### src/rtl/gf2_poly_inverse_assert.svh
// ----------------------------------------------------------------------------
// gf2_poly_inverse assertion macros
// Shared concurrent assertion forms for the polynomial inverter modules.
// ----------------------------------------------------------------------------
// Each macro expects signals named clk and rst_n in the using scope.
`ifndef GF2_POLY_INVERSE_ASSERT_SVH
`define GF2_POLY_INVERSE_ASSERT_SVH

// The consequent must hold in the same cycle as the antecedent.
`define GF2PI_ASSERT_IMPL(lbl, ante, cons, msg) \
  lbl: assert property (@(posedge clk) disable iff (!rst_n) (ante) |-> (cons)) \
    else $error(msg);

// The consequent must hold in the cycle after the antecedent.
`define GF2PI_ASSERT_NEXT(lbl, ante, cons, msg) \
  lbl: assert property (@(posedge clk) disable iff (!rst_n) (ante) |=> (cons)) \
    else $error(msg);

`endif

### src/rtl/gf2pi_pkg.sv
`timescale 1ns / 1ps
// ----------------------------------------------------------------------------
// gf2pi_pkg
// Types and constants shared by the polynomial inverter modules.
// ----------------------------------------------------------------------------
package gf2pi_pkg;

  // Reset value of the modulus register: x^8 + x^4 + x^3 + x^2 + 1.
  localparam logic [31:0] MODULUS_RESET = 32'h0000_011D;

  // Datapath commands issued by the controller, one per cycle.
  typedef enum logic [3:0] {
    CMD_NOP,
    CMD_LOAD,
    CMD_SETUP_EUC,
    CMD_SETUP_F1,
    CMD_SETUP_F2,
    CMD_ALIGN_SHIFT,
    CMD_DIV_STEP,
    CMD_EUC_UPD,
    CMD_CAPTURE
  } cmd_t;

  // Datapath status seen by the controller.
  typedef struct packed {
    logic a_zero;   // Euclid operand a is the zero polynomial.
    logic dv_zero;  // Divisor is the zero polynomial.
    logic dv_top;   // Divisor is aligned to the top bit.
    logic qm_last;  // Quotient pointer sits on bit zero.
  } sts_t;

endpackage

### src/rtl/gf2pi_if.sv
`timescale 1ns / 1ps
// ----------------------------------------------------------------------------
// gf2pi channel interfaces
// Valid/ready channels for element input, inverse output and modulus writes.
// ----------------------------------------------------------------------------

interface gf2pi_in_if #(parameter int W = 16);
  logic         valid;
  logic         ready;
  logic [W-1:0] element;

  modport source (output valid, output element, input ready);
  modport sink   (input valid, input element, output ready);
endinterface

interface gf2pi_out_if #(parameter int W = 16);
  logic         valid;
  logic         ready;
  logic [W-1:0] inverse;

  modport source (output valid, output inverse, input ready);
  modport sink   (input valid, input inverse, output ready);
endinterface

interface gf2pi_cfg_if #(parameter int W = 16);
  logic         valid;
  logic         ready;
  logic [W-1:0] modulus_poly;

  modport source (output valid, output modulus_poly, input ready);
  modport sink   (input valid, input modulus_poly, output ready);
endinterface

### src/rtl/gf2pi_dp.sv
`timescale 1ns / 1ps
// ----------------------------------------------------------------------------
// gf2pi_dp
// Euclid registers, bit-serial divider with Horner carry-less product, and
// the modulus and result registers.
// ----------------------------------------------------------------------------
`include "gf2_poly_inverse_assert.svh"

module gf2pi_dp #(
  parameter int W = 16
) (
  input  logic               clk,
  input  logic               rst_n,
  input  gf2pi_pkg::cmd_t    cmd_i,
  output gf2pi_pkg::sts_t    sts_o,
  input  logic [W-1:0]       element_i,
  input  logic               cfg_we_i,
  input  logic [W-1:0]       cfg_data_i,
  output logic [W-1:0]       inverse_o
);

  logic [W-1:0] modulus_r;
  logic [W-1:0] g_r, g_nxt;
  logic [W-1:0] a_r, a_nxt;
  logic [W-1:0] x_r, x_nxt;
  logic [W-1:0] s_r, s_nxt;
  logic [W-1:0] rm_r, rm_nxt;
  logic [W-1:0] dv_r, dv_nxt;
  logic [W-1:0] topm_r, topm_nxt;
  logic [W-1:0] qmask_r, qmask_nxt;
  logic [W-1:0] q_r, q_nxt;
  logic [W-1:0] acc_r, acc_nxt;
  logic [W-1:0] inv_r, inv_nxt;
  logic         div_bit;

  localparam logic [W-1:0] TOP_BIT = {1'b1, {(W-1){1'b0}}};
  localparam logic [W-1:0] ONE     = {{(W-1){1'b0}}, 1'b1};

  // The remainder bit under the divisor's leading term decides the step.
  assign div_bit = |(rm_r & topm_r);

  always_comb begin
    g_nxt     = g_r;
    a_nxt     = a_r;
    x_nxt     = x_r;
    s_nxt     = s_r;
    rm_nxt    = rm_r;
    dv_nxt    = dv_r;
    topm_nxt  = topm_r;
    qmask_nxt = qmask_r;
    q_nxt     = q_r;
    acc_nxt   = acc_r;
    inv_nxt   = inv_r;
    case (cmd_i)
      gf2pi_pkg::CMD_LOAD: begin
        g_nxt = modulus_r;
        a_nxt = element_i;
        x_nxt = '0;
        s_nxt = ONE;
      end
      gf2pi_pkg::CMD_SETUP_EUC, gf2pi_pkg::CMD_SETUP_F1, gf2pi_pkg::CMD_SETUP_F2: begin
        topm_nxt  = TOP_BIT;
        qmask_nxt = ONE;
        q_nxt     = '0;
        acc_nxt   = '0;
        if (cmd_i == gf2pi_pkg::CMD_SETUP_EUC) begin
          rm_nxt = g_r;
          dv_nxt = a_r;
        end else if (cmd_i == gf2pi_pkg::CMD_SETUP_F1) begin
          rm_nxt = modulus_r;
          dv_nxt = g_r;
        end else begin
          rm_nxt = x_r ^ modulus_r;
          dv_nxt = q_r;
        end
      end
      gf2pi_pkg::CMD_ALIGN_SHIFT: begin
        dv_nxt    = {dv_r[W-2:0], 1'b0};
        qmask_nxt = {qmask_r[W-2:0], 1'b0};
      end
      gf2pi_pkg::CMD_DIV_STEP: begin
        if (div_bit) begin
          rm_nxt = rm_r ^ dv_r;
          q_nxt  = q_r | qmask_r;
        end
        // Quotient bits arrive high to low, so the product with s is
        // built by Horner's rule, truncated to W bits at every step.
        acc_nxt   = {acc_r[W-2:0], 1'b0} ^ (div_bit ? s_r : '0);
        dv_nxt    = dv_r >> 1;
        topm_nxt  = topm_r >> 1;
        qmask_nxt = qmask_r >> 1;
      end
      gf2pi_pkg::CMD_EUC_UPD: begin
        g_nxt = a_r;
        a_nxt = rm_r;
        x_nxt = s_r;
        s_nxt = x_r ^ acc_r;
      end
      gf2pi_pkg::CMD_CAPTURE: begin
        inv_nxt = rm_r;
      end
      default: begin
      end
    endcase
  end

  always_ff @(posedge clk) begin
    if (!rst_n) begin
      modulus_r <= W'(gf2pi_pkg::MODULUS_RESET);
    end else if (cfg_we_i) begin
      modulus_r <= cfg_data_i;
    end
  end

  always_ff @(posedge clk) begin
    g_r     <= g_nxt;
    a_r     <= a_nxt;
    x_r     <= x_nxt;
    s_r     <= s_nxt;
    rm_r    <= rm_nxt;
    dv_r    <= dv_nxt;
    topm_r  <= topm_nxt;
    qmask_r <= qmask_nxt;
    q_r     <= q_nxt;
    acc_r   <= acc_nxt;
    inv_r   <= inv_nxt;
  end

  assign sts_o.a_zero  = (a_r == '0);
  assign sts_o.dv_zero = (dv_r == '0);
  assign sts_o.dv_top  = dv_r[W-1];
  assign sts_o.qm_last = qmask_r[0];
  assign inverse_o     = inv_r;

  `GF2PI_ASSERT_IMPL(a_div_ptr_onehot, cmd_i == gf2pi_pkg::CMD_DIV_STEP, $onehot(qmask_r) && $onehot(topm_r), "division pointers lost their single set bit")
  `GF2PI_ASSERT_IMPL(a_div_lead_aligned, cmd_i == gf2pi_pkg::CMD_DIV_STEP, (dv_r & topm_r) != '0, "divisor leading term is not under the check position")
  `GF2PI_ASSERT_IMPL(a_align_nonzero, cmd_i == gf2pi_pkg::CMD_ALIGN_SHIFT, (dv_r != '0) && !dv_r[W-1], "alignment shift on a zero or already aligned divisor")

endmodule

### src/rtl/gf2pi_ctrl.sv
`timescale 1ns / 1ps
// ----------------------------------------------------------------------------
// gf2pi_ctrl
// Sequencer for the Euclid loop, the two closing divisions and the handshakes.
// ----------------------------------------------------------------------------
`include "gf2_poly_inverse_assert.svh"

module gf2pi_ctrl (
  input  logic             clk,
  input  logic             rst_n,
  input  logic             in_valid_i,
  output logic             in_ready_o,
  output logic             out_valid_o,
  input  logic             out_ready_i,
  input  gf2pi_pkg::sts_t  sts_i,
  output gf2pi_pkg::cmd_t  cmd_o
);

  typedef enum logic [2:0] {
    S_IDLE,
    S_CHECK,
    S_ALIGN,
    S_DIV,
    S_AFTER
  } state_t;

  // Which division is in flight.
  typedef enum logic [1:0] {
    PH_EUC,
    PH_F1,
    PH_F2
  } phase_t;

  state_t state_r, state_nxt;
  phase_t phase_r, phase_nxt;
  logic   out_valid_r, out_valid_nxt;

  assign in_ready_o  = (state_r == S_IDLE);
  assign out_valid_o = out_valid_r;

  always_comb begin
    state_nxt     = state_r;
    phase_nxt     = phase_r;
    out_valid_nxt = out_valid_r && !out_ready_i;
    cmd_o         = gf2pi_pkg::CMD_NOP;
    case (state_r)
      S_IDLE: begin
        if (in_valid_i) begin
          cmd_o     = gf2pi_pkg::CMD_LOAD;
          state_nxt = S_CHECK;
        end
      end
      S_CHECK: begin
        if (sts_i.a_zero) begin
          cmd_o     = gf2pi_pkg::CMD_SETUP_F1;
          phase_nxt = PH_F1;
        end else begin
          cmd_o     = gf2pi_pkg::CMD_SETUP_EUC;
          phase_nxt = PH_EUC;
        end
        state_nxt = S_ALIGN;
      end
      S_ALIGN: begin
        if (sts_i.dv_zero) begin
          state_nxt = S_AFTER;
        end else if (sts_i.dv_top) begin
          state_nxt = S_DIV;
        end else begin
          cmd_o = gf2pi_pkg::CMD_ALIGN_SHIFT;
        end
      end
      S_DIV: begin
        cmd_o = gf2pi_pkg::CMD_DIV_STEP;
        if (sts_i.qm_last) begin
          state_nxt = S_AFTER;
        end
      end
      S_AFTER: begin
        case (phase_r)
          PH_EUC: begin
            cmd_o     = gf2pi_pkg::CMD_EUC_UPD;
            state_nxt = S_CHECK;
          end
          PH_F1: begin
            cmd_o     = gf2pi_pkg::CMD_SETUP_F2;
            phase_nxt = PH_F2;
            state_nxt = S_ALIGN;
          end
          default: begin
            if (!out_valid_r || out_ready_i) begin
              cmd_o         = gf2pi_pkg::CMD_CAPTURE;
              out_valid_nxt = 1'b1;
              state_nxt     = S_IDLE;
            end
          end
        endcase
      end
      default: begin
        state_nxt = S_IDLE;
      end
    endcase
  end

  always_ff @(posedge clk) begin
    if (!rst_n) begin
      state_r     <= S_IDLE;
      phase_r     <= PH_EUC;
      out_valid_r <= 1'b0;
    end else begin
      state_r     <= state_nxt;
      phase_r     <= phase_nxt;
      out_valid_r <= out_valid_nxt;
    end
  end

  `GF2PI_ASSERT_NEXT(a_accept_starts, in_valid_i && in_ready_o, (cmd_o == gf2pi_pkg::CMD_SETUP_EUC) || (cmd_o == gf2pi_pkg::CMD_SETUP_F1), "accepted beat did not start a division")
  `GF2PI_ASSERT_IMPL(a_upd_nonzero, cmd_o == gf2pi_pkg::CMD_EUC_UPD, !sts_i.a_zero, "Euclid update with a zero divisor")
  `GF2PI_ASSERT_IMPL(a_result_source, $rose(out_valid_r), $past(state_r == S_AFTER) && $past(phase_r == PH_F2), "result raised outside the final division")

endmodule

### src/rtl/gf2_poly_inverse.sv
`timescale 1ns / 1ps
// ----------------------------------------------------------------------------
// gf2_poly_inverse
// Inverse of a binary polynomial modulo a programmable binary polynomial,
// computed by the extended Euclidean algorithm with a bit-serial divider.
// ----------------------------------------------------------------------------
//
//   Channel  Dir  Payload              Meaning
//   in_ch    in   element[W-1:0]       polynomial to invert, one per beat
//   out_ch   out  inverse[W-1:0]      one result beat per input beat
//   cfg_ch   in   modulus_poly[W-1:0]  modulus register write, always ready
//
// One item runs one division per Euclid step plus two closing divisions.
// In a division the divisor is first shifted up one bit a cycle until its
// leading term reaches the top bit, then the quotient is produced one bit a
// cycle, high to low. A zero divisor skips both steps.
// Reset (synchronous, rst_n low) loads the modulus with x^8+x^4+x^3+x^2+1 and
// empties the controller and the output register; no clearing pass is needed.
// A stalled result waits in the output register; the next beat is taken while
// it waits, and only the final capture of that next item stalls behind it.
//
module gf2_poly_inverse #(
  parameter int POLY_WIDTH = 16
) (
  input  logic               clk,
  input  logic               rst_n,
  gf2pi_in_if.sink           in_ch,
  gf2pi_out_if.source        out_ch,
  gf2pi_cfg_if.sink          cfg_ch
);

  gf2pi_pkg::cmd_t cmd;
  gf2pi_pkg::sts_t sts;

  // The modulus register takes a write in any cycle. The user must reprogram
  // the block only between items; the block itself does not enforce this.
  assign cfg_ch.ready = 1'b1;

  // Controller: walks the Euclid loop, then divides the modulus by the gcd
  // and reduces the Bezout coefficient by that quotient.
  gf2pi_ctrl u_ctrl (
    .clk         (clk),
    .rst_n       (rst_n),
    .in_valid_i  (in_ch.valid),
    .in_ready_o  (in_ch.ready),
    .out_valid_o (out_ch.valid),
    .out_ready_i (out_ch.ready),
    .sts_i       (sts),
    .cmd_o       (cmd)
  );

  // Datapath: Euclid registers, one shared serial divider whose quotient
  // bits also drive the carry-less product for the coefficient update.
  gf2pi_dp #(
    .W (POLY_WIDTH)
  ) u_dp (
    .clk        (clk),
    .rst_n      (rst_n),
    .cmd_i      (cmd),
    .sts_o      (sts),
    .element_i  (in_ch.element),
    .cfg_we_i   (cfg_ch.valid),
    .cfg_data_i (cfg_ch.modulus_poly),
    .inverse_o  (out_ch.inverse)
  );

endmodule
### src/flat_wrapper.sv
// flat-port wrapper written by rule: the top's interface ports become plain ports
module gf2_poly_inverse_flat 
#(
  parameter int POLY_WIDTH = 16
)
  (clk, rst_n, in_ch_valid, in_ch_element, in_ch_ready, out_ch_valid, out_ch_inverse, out_ch_ready, cfg_ch_valid, cfg_ch_modulus_poly, cfg_ch_ready);
  gf2pi_in_if in_ch_i ();
  gf2pi_out_if out_ch_i ();
  gf2pi_cfg_if cfg_ch_i ();
  input  logic clk;
  input  logic rst_n;
  input wire logic [$bits(in_ch_i.valid)-1:0] in_ch_valid;
  input wire logic [$bits(in_ch_i.element)-1:0] in_ch_element;
  output wire logic [$bits(in_ch_i.ready)-1:0] in_ch_ready;
  output wire logic [$bits(out_ch_i.valid)-1:0] out_ch_valid;
  output wire logic [$bits(out_ch_i.inverse)-1:0] out_ch_inverse;
  input wire logic [$bits(out_ch_i.ready)-1:0] out_ch_ready;
  input wire logic [$bits(cfg_ch_i.valid)-1:0] cfg_ch_valid;
  input wire logic [$bits(cfg_ch_i.modulus_poly)-1:0] cfg_ch_modulus_poly;
  output wire logic [$bits(cfg_ch_i.ready)-1:0] cfg_ch_ready;
  assign in_ch_i.valid = in_ch_valid;
  assign in_ch_i.element = in_ch_element;
  assign in_ch_ready = in_ch_i.ready;
  assign out_ch_valid = out_ch_i.valid;
  assign out_ch_inverse = out_ch_i.inverse;
  assign out_ch_i.ready = out_ch_ready;
  assign cfg_ch_i.valid = cfg_ch_valid;
  assign cfg_ch_i.modulus_poly = cfg_ch_modulus_poly;
  assign cfg_ch_ready = cfg_ch_i.ready;
  gf2_poly_inverse #(.POLY_WIDTH(POLY_WIDTH)) u_core (.clk(clk), .rst_n(rst_n), .in_ch(in_ch_i), .out_ch(out_ch_i), .cfg_ch(cfg_ch_i));
endmodule
### config.mk
export PLATFORM = sky130hd
export DESIGN_NAME = gf2_poly_inverse_flat
export DESIGN_NICKNAME = d
export VERILOG_FILES = /design/src/rtl/gf2pi_pkg.sv /design/src/rtl/gf2pi_if.sv /design/src/rtl/gf2pi_dp.sv /design/src/rtl/gf2pi_ctrl.sv /design/src/rtl/gf2_poly_inverse.sv /design/src/flat_wrapper.sv
export VERILOG_INCLUDE_DIRS = /design/src /design/src/rtl
export SDC_FILE = /design/constraint.sdc
export NUM_CORES = 1
export LEC_CHECK = 0
export BUFFER_PORTS_ARGS = -buffer_cell sky130_fd_sc_hd__buf_2
export CORE_MARGIN = 5
export CORE_UTILIZATION = 55
export CTS_BUF_LIST = sky130_fd_sc_hd__clkbuf_4 sky130_fd_sc_hd__clkbuf_8
export CTS_CLUSTER_DIAMETER = 50
export DETAILED_ROUTE_END_ITERATION = 7
export GPL_TIMING_DRIVEN = 0
export PLACE_DENSITY_LB_ADDON = 0.3
export SYNTH_ARGS = -nofsm -noshare
export SYNTH_HDL_FRONTEND = slang
export SYNTH_SLANG_ARGS = --single-unit
### constraint.sdc
create_clock -name clk -period 18.7 [get_ports clk]
set_clock_uncertainty 0.15 [all_clocks]
set_input_delay 3.74 -clock clk [delete_from_list [all_inputs] [get_ports clk]]
set_output_delay 3.74 -clock clk [all_outputs]
set_load 0.05 [all_outputs]
Yosys cells after proc, flatten, opt, wreduce, memory -nomap -nowiden. Cells that the tools add are included.

Input port bits: 37. Logic and storage cells: 95. Output and inout bits: 19. Bits in registers: 198.

Bitwise operators: 6. Muxes and demuxes: 37. Reduce and logical (&&, ||, !) cells: 18. Eq/ne operators: 19.

Operators by type and width (number): $pmux 16 s2 (8); $mux 16 (7); $pmux 16 s3 (2); $xor 16x16->16 (4); $logic_not 16->1 (2); $mux 3 (7); $pmux 4 s5 (1); $and 16x16->16 (1); $eq 4x3->1 const B (4); $or 16x16->16 (1); $reduce_or 16->1 (1); $pmux 3 s5 (1); $eq 4x2->1 const B (2); $ne 2x2->1 const B (4); $pmux 4 s2 (1); $eq 3x2->1 const B (2); $mux 1 (6); $pmux 3 s2 (1); $reduce_bool 2->1 (3); $eq 4x1->1 const B (1); $eq 4x4->1 const B (1); $mux 4 (1); $ne 4x4->1 const B (1); $pmux 2 s2 (1); other kinds (15) (17).

Longest topological paths before layout. Gate-level depths: netlist of run 1.

Depth in word-level cells: 9. Mapped depth: 7. Depth with buffers taken out: 4.

Cells and area by module. A second synthesis of run 1 with hierarchy kept.

Cell total of the unflattened synthesis: 832. Area, all modules: 9510.4 um^2.

By module, submodules not included: gf2pi_dp (sequential area each 5605.4 um^2, instances 1, area an instance 9042.4 um^2, cells each 774); gf2pi_ctrl (sequential area each 120.1 um^2, instances 1, area an instance 456.7 um^2, cells each 56); gf2_poly_inverse (sequential area each 0.0 um^2, instances 1, area an instance 11.3 um^2, cells each 2).

Worst setup path before layout of run 1. OpenSTA, ideal clock, no wires.

Path type: in2reg. Start: in in_ch_valid. End: reg u_core.u_dp.a_r[0] (enable). Cell stages on the path: 2. Setup slack: 9.839 ns. Setup time: 0.565 ns. Data required time: 17.985 ns. Data arrival time: 8.146 ns. Path buffers: 0. Path through: mux2i_1 nor3_1.

Word-level cells in the longest chain between the ends: 4. Elaborated cells on any way between the ends: 5. Those cells by class: eq/ne: 2; mux: 2; reduce/logical: 1.

RTL lines: start, declared (RTL line flat_wrapper.sv:12) `input wire logic [$bits(in_ch_i.valid)-1:0] in_ch_valid;`; $mux 1 * (RTL line gf2pi_ctrl.sv:48) `if (in_valid_i) begin`; $pmux 4 s5 * (RTL line gf2pi_ctrl.sv:46) `case (state_r)`; $eq 4x3->1 or $eq 4x1->1 (tied branches) (RTL line gf2pi_dp.sv:54) `case (cmd_i)`; $reduce_bool 2->1 (no source line) *; end signal, assigned (RTL line gf2pi_dp.sv:117) `a_r <= a_nxt;`; end, declared (RTL line gf2pi_dp.sv:24) `logic [W-1:0] a_r, a_nxt;`.

Every way passes the cells marked *; elsewhere a longest branch is shown, timed or not. A chain may end at the register's enable or synchronous reset.

Worst setup path after layout of run 1.
Start: reg u_core.u_ctrl.state_r[0]. End: out in_ch_ready.

Word-level cells in the longest chain between the ends: 1.

RTL lines: start, declared (RTL line gf2pi_ctrl.sv:34) `state_t state_r, state_nxt;`; start signal, assigned (RTL line gf2pi_ctrl.sv:110) `state_r <= state_nxt;`; $logic_not 3->1 (RTL line gf2pi_ctrl.sv:38) `assign in_ready_o = (state_r == S_IDLE);`; end, declared (RTL line flat_wrapper.sv:14) `output wire logic [$bits(in_ch_i.ready)-1:0] in_ch_ready;`.

Every way passes these cells.

==> flow_summary.yaml, run 1 <==
floorplanning:
  die_x_um: 140
  initial_core_util_pct: 55.9
  ios: 56
  rows: 47
  fp.dieH_um: 140
  core-area_um2: 16600
  die_area_um2: 19600
grt:
  grt_pass1_wl_um: 38000
  grt_max_degree: 33
  antenna_found_initial: 0
  grt_overflow: 0
  track_usage_pct: 25.5
  grt_pass1_vias: 6729
timing:
  maxClockFrequency_mhz: 174
  max_slew_margin_pct: 10.3
  tns_ns: 0
  rsz0062_at_grt: "no"
  setup_violations: 0
  tightest_slew_ns: 1.34
  min_period_ns: 5.76
  whs_ns: 0.379
  hold_violations: 0
  period_share_pct: 30.8
  slew_violations: 0
yosys:
  netlist.area_leader.share_pct: 57.0
  ys_ff_latch: 198
  syn-num-nets: 814
  synth_edf_count: 176
  ys_seq_area_share_pct: 61.7
  synth_area_leaders: "edfxtp_1 (57%), nand2_1 (5.1%), dfxtp_1 (4.7%)"
  ys.flop_type: "edfxtp_1"
  yosysMostFrequentCell: "edfxtp_1"
  netlist_area_um2: 9280
  synth.distinct_cells: 55
  synth_common_cells: "edfxtp_1 (176), nand2_1 (125), nor2_1 (69)"
  async_flop_share_pct: 0
  yosysWarnings: 0
  synth.avg_cell_area_um2: 11.9
  synth_largest_area_cell: "edfxtp_1"
  synthCells: 777
critical_path:
  cp-start-kind: "register"
  r2r-end: "u_core.u_dp.dv_r[7]"
  rr_worst_depth: 5
  crit_fanout: 10
  r2r-start: "u_core.u_dp.dv_r[9]"
  r2r_slack_ns: 15.49
  arrival_ns: 1.87
  critPathKind: "reg -> out"
  endpoint_kind: "output pin"
  cp.required_ns: 14.81
layout:
  n_fill_cell: 1327
  nNetsFinal: 894
  synthToLayoutAreaGrowth_pct: 11.4
  fin_cells: 1090
  layout-drive-gt1-share_pct: 14.1
  num_antenna_cells: 0
power:
  pwr-share-comb_pct: 17.5
  clkPwrFrac_pct: 25.3
  leakage_nw: 3.75
  peakVddDrop_mv: 0.0531
  p_per_area_nw_per_um2: 104
  power.internal_mw: 0.742
  seq_power_share_pct: 57.3
  p_sw_share_pct: 30.8
  power_switching_mw: 0.331
cts:
  clkTransAtPathRegs_ns: 0.09
  worst_skew_pair.late_latency_ns: 0.49
  cts_hold_buffers: 0
  cts_tree: "built"
  postCtsSetupBuffers: 0
  htreeDepth: 4
  cts_max_path_buffers: 2
  clockRootBuffer: "clkbuf_8"
  post_cts_resized: 0
  numCtsBuffers: 17
  cts_sinks: 198
route:
  wl_per_cell_um: 22.6
  finalWirelength_um: 24700
  ant_nets: 0
  num_vias: 6853
  viasPerCell: 6.29
  firstDrtPassIters: 7
  drc: 0
  dr.first_iter.drc_count: 802
job:
  cap_violations: 0
placement:
  dp_cells: 1058
  place_hpwl_um: 17800
  io_buffers: 53
  place_congestion: 0.962
worst_hold_path:
  min_to: "u_core.u_ctrl.phase_r[0]"
  hold_start: "u_core.u_ctrl.phase_r[0]"
  hold_path_class: "reg -> reg"
  holdPathStages: 2
run_status:
  status: "completed"
## cells by family after synthesis
logic type | count (synthesis) | synth area share (%)
other cells | 1 | 0.0404
buf+inv | 71 | 3.39
flops | 198 | 61.7
xor+xnor | 48 | 4.53
compound gates | 139 | 12.2
mux | 32 | 3.45
simple gates | 288 | 14.7
## critical path, stage by stage, from the launching register on
cell and delay, ns:
dfxtp_1 0.39, clkbuf_1 0.24, or3_1 0.44, inv_1 0.07, buf_2 0.25
## routing by layer
| metal | up-vias | part of all wire, % | global-route usage [%] |
|---|---|---|---|
| met1 | 3385 | 42 | 37.1 |
| met5 | - | 0 | 0 |
| met4 | 0 | 3.0 | 9.28 |
| met3 | 59 | 9.8 | 5.32 |
| li1 | 3028 | - | - |
| met2 | 381 | 45 | 38.3 |
## cells in the final DEF, fill, tap and decap left out, types with 5 or more instances in the layout
cell,count
nand3_1,5
o221a_1,16
a31oi_1,14
buf_8,5
inv_1,21
clkbuf_1,34
nor2b_1,14
nand2_1,124
nand2b_1,18
a22o_1,29
mux2i_1,32
and2_1,16
buf_2,63
clkbuf_8,17
xnor2_1,48
inv_6,6
nor2_1,68
dfxtp_1,22
nor3_1,16
a22oi_1,28
edfxtp_1,176
clkinvlp_4,5
a41oi_1,16
o21ai_1,11
## state kept, by name, summed over array words and instances, names as in the netlist
| signal | count |
|---|---|
| u_core.u_ctrl.out_valid_o | 1 |
| u_core.u_ctrl.phase_r | 2 |
| u_core.u_ctrl.state_r | 3 |
| u_core.u_dp.a_r | 16 |
| u_core.u_dp.acc_r | 16 |
| u_core.u_dp.dv_r | 16 |
| u_core.u_dp.g_r | 16 |
| u_core.u_dp.inverse_o | 16 |
| u_core.u_dp.modulus_r | 16 |
| u_core.u_dp.q_r | 16 |
| u_core.u_dp.qmask_r | 16 |
| u_core.u_dp.rm_r | 16 |
| u_core.u_dp.s_r | 16 |
| u_core.u_dp.topm_r | 16 |
| u_core.u_dp.x_r | 16 |
## area by class of cell
| class | count | area [um^2] | area share (%) |
|---|---|---|---|
| Clock buffer | 18 | 241 | 2.34 |
| Multi-Input combinational cell | 508 | 3260 | 31.5 |
| Tap cell | 220 | 275 | 2.66 |
| Clock inverter | 14 | 140 | 1.36 |
| Timing Repair Buffer | 61 | 383 | 3.70 |
| Sequential cell | 198 | 5730 | 55.4 |
| Inverter | 22 | 82.6 | 0.799 |
| Buffer | 49 | 231 | 2.24 |
## metrics by stage
stage	cell area [um^2]	utilization, %	setup WS [ns]	power, mW
CTS	10300	62.3	12.93	1.07
global route	10300	62.3	12.85	1.11
detailed placement	9950	60.0	12.98	0.806
global placement	9820	59.2	7.50	0.795
finish	10300	62.3	12.94	1.07
floorplan	9280	-	9.84	0.730
## worst max path at each step
stage / from / endpoint / slack, ns / depth (start not counted)
global placement: in_ch_valid / u_core.u_dp.x_r[7] / 7.50 / 3
CTS: u_core.u_ctrl.state_r[0] / in_ch_ready / 12.93 / 4
global route: u_core.u_ctrl.state_r[0] / in_ch_ready / 12.85 / 4
detailed placement: in_ch_valid / u_core.u_dp.s_r[8] / 12.98 / 7
finish: u_core.u_ctrl.state_r[0] / in_ch_ready / 12.94 / 4
floorplan: in_ch_valid / u_core.u_dp.a_r[0] / 9.84 / 2
## power groups by stage
| stage | clock network (mW) | registers (mW) | logic [mW] |
|---|---|---|---|
| 6_report | 0.271 | 0.615 | 0.187 |
| 5_1_grt | 0.294 | 0.618 | 0.202 |
| 4_1_cts | 0.273 | 0.612 | 0.185 |
| 3_5_place_dp | 0 | 0.622 | 0.183 |
| 3_3_place_gp | 0 | 0.627 | 0.169 |
| 2_1_floorplan | 0 | 0.599 | 0.130 |
No activity file was read; power rests on OpenSTA's default activity.
==> run 2, diff against run 1 <==
--- a/config.mk
+++ b/config.mk
@@ -6,6 +6,7 @@
 export SDC_FILE = /design/constraint.sdc
 export NUM_CORES = 1
 export LEC_CHECK = 0
+export ABC_AREA = 1
 export BUFFER_PORTS_ARGS = -buffer_cell sky130_fd_sc_hd__buf_2
 export CORE_MARGIN = 5
 export CORE_UTILIZATION = 55
==> constraint.sdc (replaced) <==
create_clock -name clk -period 4.8 [get_ports clk]
set_clock_uncertainty 0.15 [all_clocks]
set_input_delay 0.96 -clock clk [delete_from_list [all_inputs] [get_ports clk]]
set_output_delay 0.96 -clock clk [all_outputs]
set_load 0.05 [all_outputs]
==> flow_summary.yaml, run 2 <==
critical_path:
  r2r-start: "u_core.u_dp.dv_r[5]"
  crit_top_cell: "nand2_1"
  endpoint_kind: "register"
  r2r_slack_ns: 1.54
  crit_chain: "nor2_1 -> nand2_1 -> nor2_1 -> nand2_1 -> nand3_2 -> nand2_1 -> inv_2 -> clkbuf_1 -> nand2_1 -> buf_16"
  critPathMaxStageDelay_ns: 0.55
  rr_worst_depth: 10
  crit_start: "u_core.u_dp.dv_r[5]"
  critPathKind: "reg -> reg"
  cp-start-kind: "register"
  cp.required_ns: 4.89
  arrival_ns: 3.35
  r2r-end: "u_core.u_dp.qmask_r[2]"
  crit_fanout: 18
  cpMaxStageDelayCell: "nand2_1"
  critPathCapture: "u_core.u_dp.qmask_r[2]"
grt:
  grt_pass1_vias: 7166
  grt_pass1_wl_um: 39000
  grt_max_degree: 66
  antenna_found_initial: 0
  track_usage_pct: 25.1
  grt_overflow: 0
layout:
  layout-drive-gt1-share_pct: 10.6
  num_antenna_cells: 0
  synthToLayoutAreaGrowth_pct: 10.1
  nNetsFinal: 1161
  final_util_pct: 61.8
  most-common-layout-cells: "nand2_1 (258), edfxtp_1 (176), inv_1 (134)"
  layout_commonest_cell: "nand2_1"
cts:
  post_cts_resized: 0
  cts_max_path_buffers: 2
  cts_tree: "built"
  clockRootBuffer: "clkbuf_8"
  cts_hold_buffers: 0
  clkTransAtPathRegs_ns: 0.09
  postCtsSetupBuffers: 0
  htreeDepth: 4
  numCtsBuffers: 17
  cts_sinks: 198
  worst_skew_pair.late_latency_ns: 0.49
power:
  leakage_nw: 4.60
  total_power_mw: 7.49
  p_per_area_nw_per_um2: 701
  peakVddDrop_mv: 0.303
yosys:
  yosysMostFrequentCell: "nand2_1"
  netlist.area_leader.share_pct: 54.5
  synth_common_cells: "nand2_1 (260), edfxtp_1 (176), inv_1 (134)"
  synth.distinct_cells: 32
  synth.avg_cell_area_um2: 9.23
  syn-num-nets: 1088
  async_flop_share_pct: 0
  synth_largest_area_cell: "edfxtp_1"
  netlist_area_um2: 9710
  synthCells: 1051
  ys_seq_area_share_pct: 59.0
  synth_area_leaders: "edfxtp_1 (54%), nand2_1 (10%), inv_1 (5.2%)"
  synth_edf_count: 176
  ys_ff_latch: 198
  yosysWarnings: 0
  ys.flop_type: "edfxtp_1"
route:
  drc: 0
  num_vias: 7607
  ant_nets: 0
  viasPerCell: 5.59
  dr.first_iter.drc_count: 1101
  finalWirelength_um: 24700
  firstDrtPassIters: 6
  wl_per_cell_um: 18.1
timing:
  min_period_ns: 3.26
  setup_violations: 0
  max_slew_margin_pct: 38.3
  rsz0062_at_grt: "no"
  hold_violations: 0
  slew_violations: 0
  whs_ns: 0.353
  tns_ns: 0
  tightest_slew_ns: 0.925
  period_share_pct: 67.9
  maxClockFrequency_mhz: 307
placement:
  place_hpwl_um: 18200
  place_congestion: 0.976
  io_buffers: 53
job:
  cap_violations: 0
floorplanning:
  rows: 48
  ios: 56
  die_area_um2: 20400
  initial_core_util_pct: 56.1
  core-area_um2: 17300
  fp.dieH_um: 143
  die_x_um: 143
run_status:
  status: "completed"
worst_hold_path:
  hold_path_class: "reg -> reg"
run 2: how the worst min path moves through the flow:
stage                         start                   endpoint  slack [ns]  cells after the start
2_1_floorplan  u_core.u_dp.rm_r[10]  u_core.u_dp.inverse_o[10]        0.30                      0
3_3_place_gp    u_core.u_dp.rm_r[1]   u_core.u_dp.inverse_o[1]        0.32                      0
3_5_place_dp    u_core.u_dp.rm_r[6]   u_core.u_dp.inverse_o[6]        0.33                      0
4_1_cts         u_core.u_dp.rm_r[1]   u_core.u_dp.inverse_o[1]        0.35                      0
5_1_grt         u_core.u_dp.rm_r[1]   u_core.u_dp.inverse_o[1]        0.36                      0
6_report        u_core.u_dp.rm_r[1]   u_core.u_dp.inverse_o[1]        0.35                      0
run 2: area by class of cell:
class	count	area, um^2
fill	1489	6610
sequential	198	5730
multi-input combinational	657	3230
inverter	151	567
timing repair buffer	54	293
tap	225	282
clock buffer	21	277
buffer	45	194
clock inverter	11	123
run 2: metal layers:
metal  global-route usage (%)  wire (um)
met1                     34.6      10200
met2                     38.9      11300
met3                     6.06       2300
met4                     9.30        818
met5                        0          0
run 2: cells by family after synthesis:
family	after synthesis	synth area share, %
XOR/XNOR	41	3.70
buffers and inverters	196	7.84
AND/OR/NAND/NOR	457	20.3
other	1	0.0386
flip-flops	198	59.0
AO/OA/AOI/OAI	158	9.09
run 2: through the flow:
stage                     instance area [um^2]  setup WS, ns  cells
after floorplan                           9710          1.56   1051
after global placement                   10300          1.15   1329
after detailed placement                 10300          1.26   1329
after CTS                                10700          1.21   1361
after global routing                     10700          1.32   1362
final                                    10700          1.54   1362
run 2: power by group:
group	internal, mW	total, mW	switching, mW	leakage (nW)
sequential	2.96	3.43	0.477	1.86
combinational	0.871	2.96	2.09	2.53
clock	0.504	1.10	0.596	0.212
total	4.33	7.49	3.16	4.60
run 2: critical path, delay by kind of cell (launching register included):
family        cells  cell delay, ns
buf+inv           3            0.88
simple gates      7            1.51
flops             1            0.45
==> run 3, diff against run 2 <==
--- a/config.mk
+++ b/config.mk
@@ -6,7 +6,7 @@
 export SDC_FILE = /design/constraint.sdc
 export NUM_CORES = 1
 export LEC_CHECK = 0
-export ABC_AREA = 1
+export ABC_AREA = 0
 export BUFFER_PORTS_ARGS = -buffer_cell sky130_fd_sc_hd__buf_2
 export CORE_MARGIN = 5
 export CORE_UTILIZATION = 55
==> constraint.sdc (replaced) <==
create_clock -name clk -period 3 [get_ports clk]
set_clock_uncertainty 0.15 [all_clocks]
set_input_delay 0.6 -clock clk [delete_from_list [all_inputs] [get_ports clk]]
set_output_delay 0.6 -clock clk [all_outputs]
set_load 0.05 [all_outputs]
==> flow_summary.yaml, run 3 (synthesis gave the netlist of run 1 again) <==
cts:
  clkTransAtPathRegs_ns: 0.10
  worst_skew_pair.late_latency_ns: 0.49
  postCtsSetupBuffers: 0
  cts_sinks: 198
  cts_hold_buffers: 0
  clockRootBuffer: "clkbuf_8"
  cts_tree: "built"
  htreeDepth: 4
  cts_max_path_buffers: 2
  numCtsBuffers: 17
timing:
  slew_violations: 0
  hold_violations: 0
  max_slew_margin_pct: 35.3
  setup_violations: 0
  rsz0062_at_grt: "no"
  setup_ws_ns: 0.149
  maxClockFrequency_mhz: 351
  period_share_pct: 95.0
  min_period_ns: 2.85
  tightest_slew_ns: 0.968
power:
  p_per_area_nw_per_um2: 652
  leakage_nw: 3.77
  peakVddDrop_mv: 0.343
route:
  viasPerCell: 6.16
  dr.first_iter.drc_count: 877
  wl_per_cell_um: 22.4
  drc: 0
  num_vias: 6701
  firstDrtPassIters: 7
  finalWirelength_um: 24400
  ant_nets: 0
floorplanning:
  initial_core_util_pct: 55.9
  die_x_um: 140
  ios: 56
  fp.dieH_um: 140
  core-area_um2: 16600
  rows: 47
  die_area_um2: 19600
critical_path:
  rr_worst_depth: 5
  cp.required_ns: 2.98
  crit_start: "u_core.u_dp.dv_r[10]"
  arrival_ns: 2.83
  critPathKind: "reg -> reg"
  critPathCapture: "u_core.u_dp.dv_r[3]"
  r2r-start: "u_core.u_dp.dv_r[10]"
  r2r-end: "u_core.u_dp.dv_r[3]"
  endpoint_kind: "register"
  r2r_slack_ns: 0.15
  crit_fanout: 32
  cp-start-kind: "register"
grt:
  antenna_found_initial: 0
  track_usage_pct: 25.0
  grt_pass1_vias: 6541
  grt_overflow: 0
  grt_max_degree: 33
  grt_pass1_wl_um: 37400
layout:
  layout_commonest_cell: "edfxtp_1"
  n_fill_cell: 1317
  most-common-layout-cells: "edfxtp_1 (176), nand2_1 (124), nor2_1 (68)"
  fin_cells: 1088
  layout-drive-gt1-share_pct: 13.8
  register_area_um2: 5730
  synthToLayoutAreaGrowth_pct: 12.0
  num_antenna_cells: 0
  multi_input_area_um2: 3280
  nNetsFinal: 892
placement:
  place_hpwl_um: 17600
  place_congestion: 0.915
  io_buffers: 53
  dp_slack_ns: -0.517
  dp_cells: 1055
run_status:
  status: "completed"
worst_hold_path:
  hold_path_class: "in -> reg"
job:
  cap_violations: 0
[run 3: cell types whose count changed in the layout (fill, tap and decap cells not counted), moves of 18 or more]
cell | previous run | this run
nand2_1 | 258 | 124
inv_1 | 134 | 21
o21ai_0 | 67 | 4
nand3_1 | 50 | 5
a21oi_1 | 36 | 3
mux2i_1 | 0 | 32
nor2_1 | 100 | 68
xnor2_1 | 16 | 48
o22ai_1 | 30 | 1
a22oi_1 | 0 | 28
a22o_1 | 2 | 29
xor2_1 | 25 | 0
nand2b_1 | 0 | 18
[run 3: area by class of cell]
class	count	share of cell area, %
clock buffers	18	2.38
plain buffers	49	2.23
flip-flops and latches	198	55.1
multi-input cells	508	31.5
well taps	220	2.65
clock inverters	14	1.40
inverters	22	0.795
repair buffers	59	3.90
[run 3: repair_timing]
item,CTS,global route
pin swaps,0,1
resized for setup,2,1
setup endpoints to repair,32,32
[run 3: worst min-delay path by stage]
| stage | startpoint | end | slack, ns | depth (start not counted) |
|---|---|---|---|---|
| finish | cfg_ch_modulus_poly[0] | u_core.u_dp.modulus_r[0] | 0.18 | 3 |
| global route | cfg_ch_modulus_poly[8] | u_core.u_dp.modulus_r[8] | 0.18 | 3 |
| CTS | cfg_ch_modulus_poly[0] | u_core.u_dp.modulus_r[0] | 0.16 | 3 |
| detailed placement | u_core.u_ctrl.phase_r[0] | u_core.u_ctrl.phase_r[0] | 0.36 | 2 |
| global placement | u_core.u_ctrl.phase_r[0] | u_core.u_ctrl.phase_r[0] | 0.34 | 2 |
| floorplan | u_core.u_ctrl.phase_r[0] | u_core.u_ctrl.phase_r[0] | 0.32 | 2 |
[run 3: stage by stage]
step / power, mW / utilization (%) / hold WS (ns) / setup TNS (ns) / area (um^2)
5_1_grt: 7.00 / 62.7 / 0.178 / 0 / 10400
3_3_place_gp: 4.94 / 59.3 / 0.338 / -68.06 / 9830
4_1_cts: 6.72 / 62.4 / 0.164 / -0.877 / 10400
6_report: 6.77 / 62.7 / 0.182 / 0 / 10400
2_1_floorplan: 4.54 / - / 0.320 / 0 / 9290
3_5_place_dp: 5.03 / 60.0 / 0.361 / -16.50 / 9960
[run 3: report_power, final]
group / internal [mW] / switching [mW] / total [mW]
logic: 0.493 / 0.705 / 1.20
registers: 3.46 / 0.359 / 3.82
clock network: 0.768 / 0.983 / 1.75
total: 4.72 / 2.05 / 6.77
[run 3: metal layers]
layer	GRT usage (%)	share of wire (%)	up-vias	routed length (um)
li1	-	-	3014	-
met1	35.7	42	3257	10200
met2	37.5	46	382	11200
met3	5.83	9.6	48	2360
met4	9.54	2.7	0	648
met5	0	0	-	0
[run 3: critical path: stages, from the launching register on]
cell	delay, ns
edfxtp_1	0.51
nor4_1	0.48
nand4_1	0.40
clkbuf_1	0.32
nand2_1	0.29
nand2_4	0.32
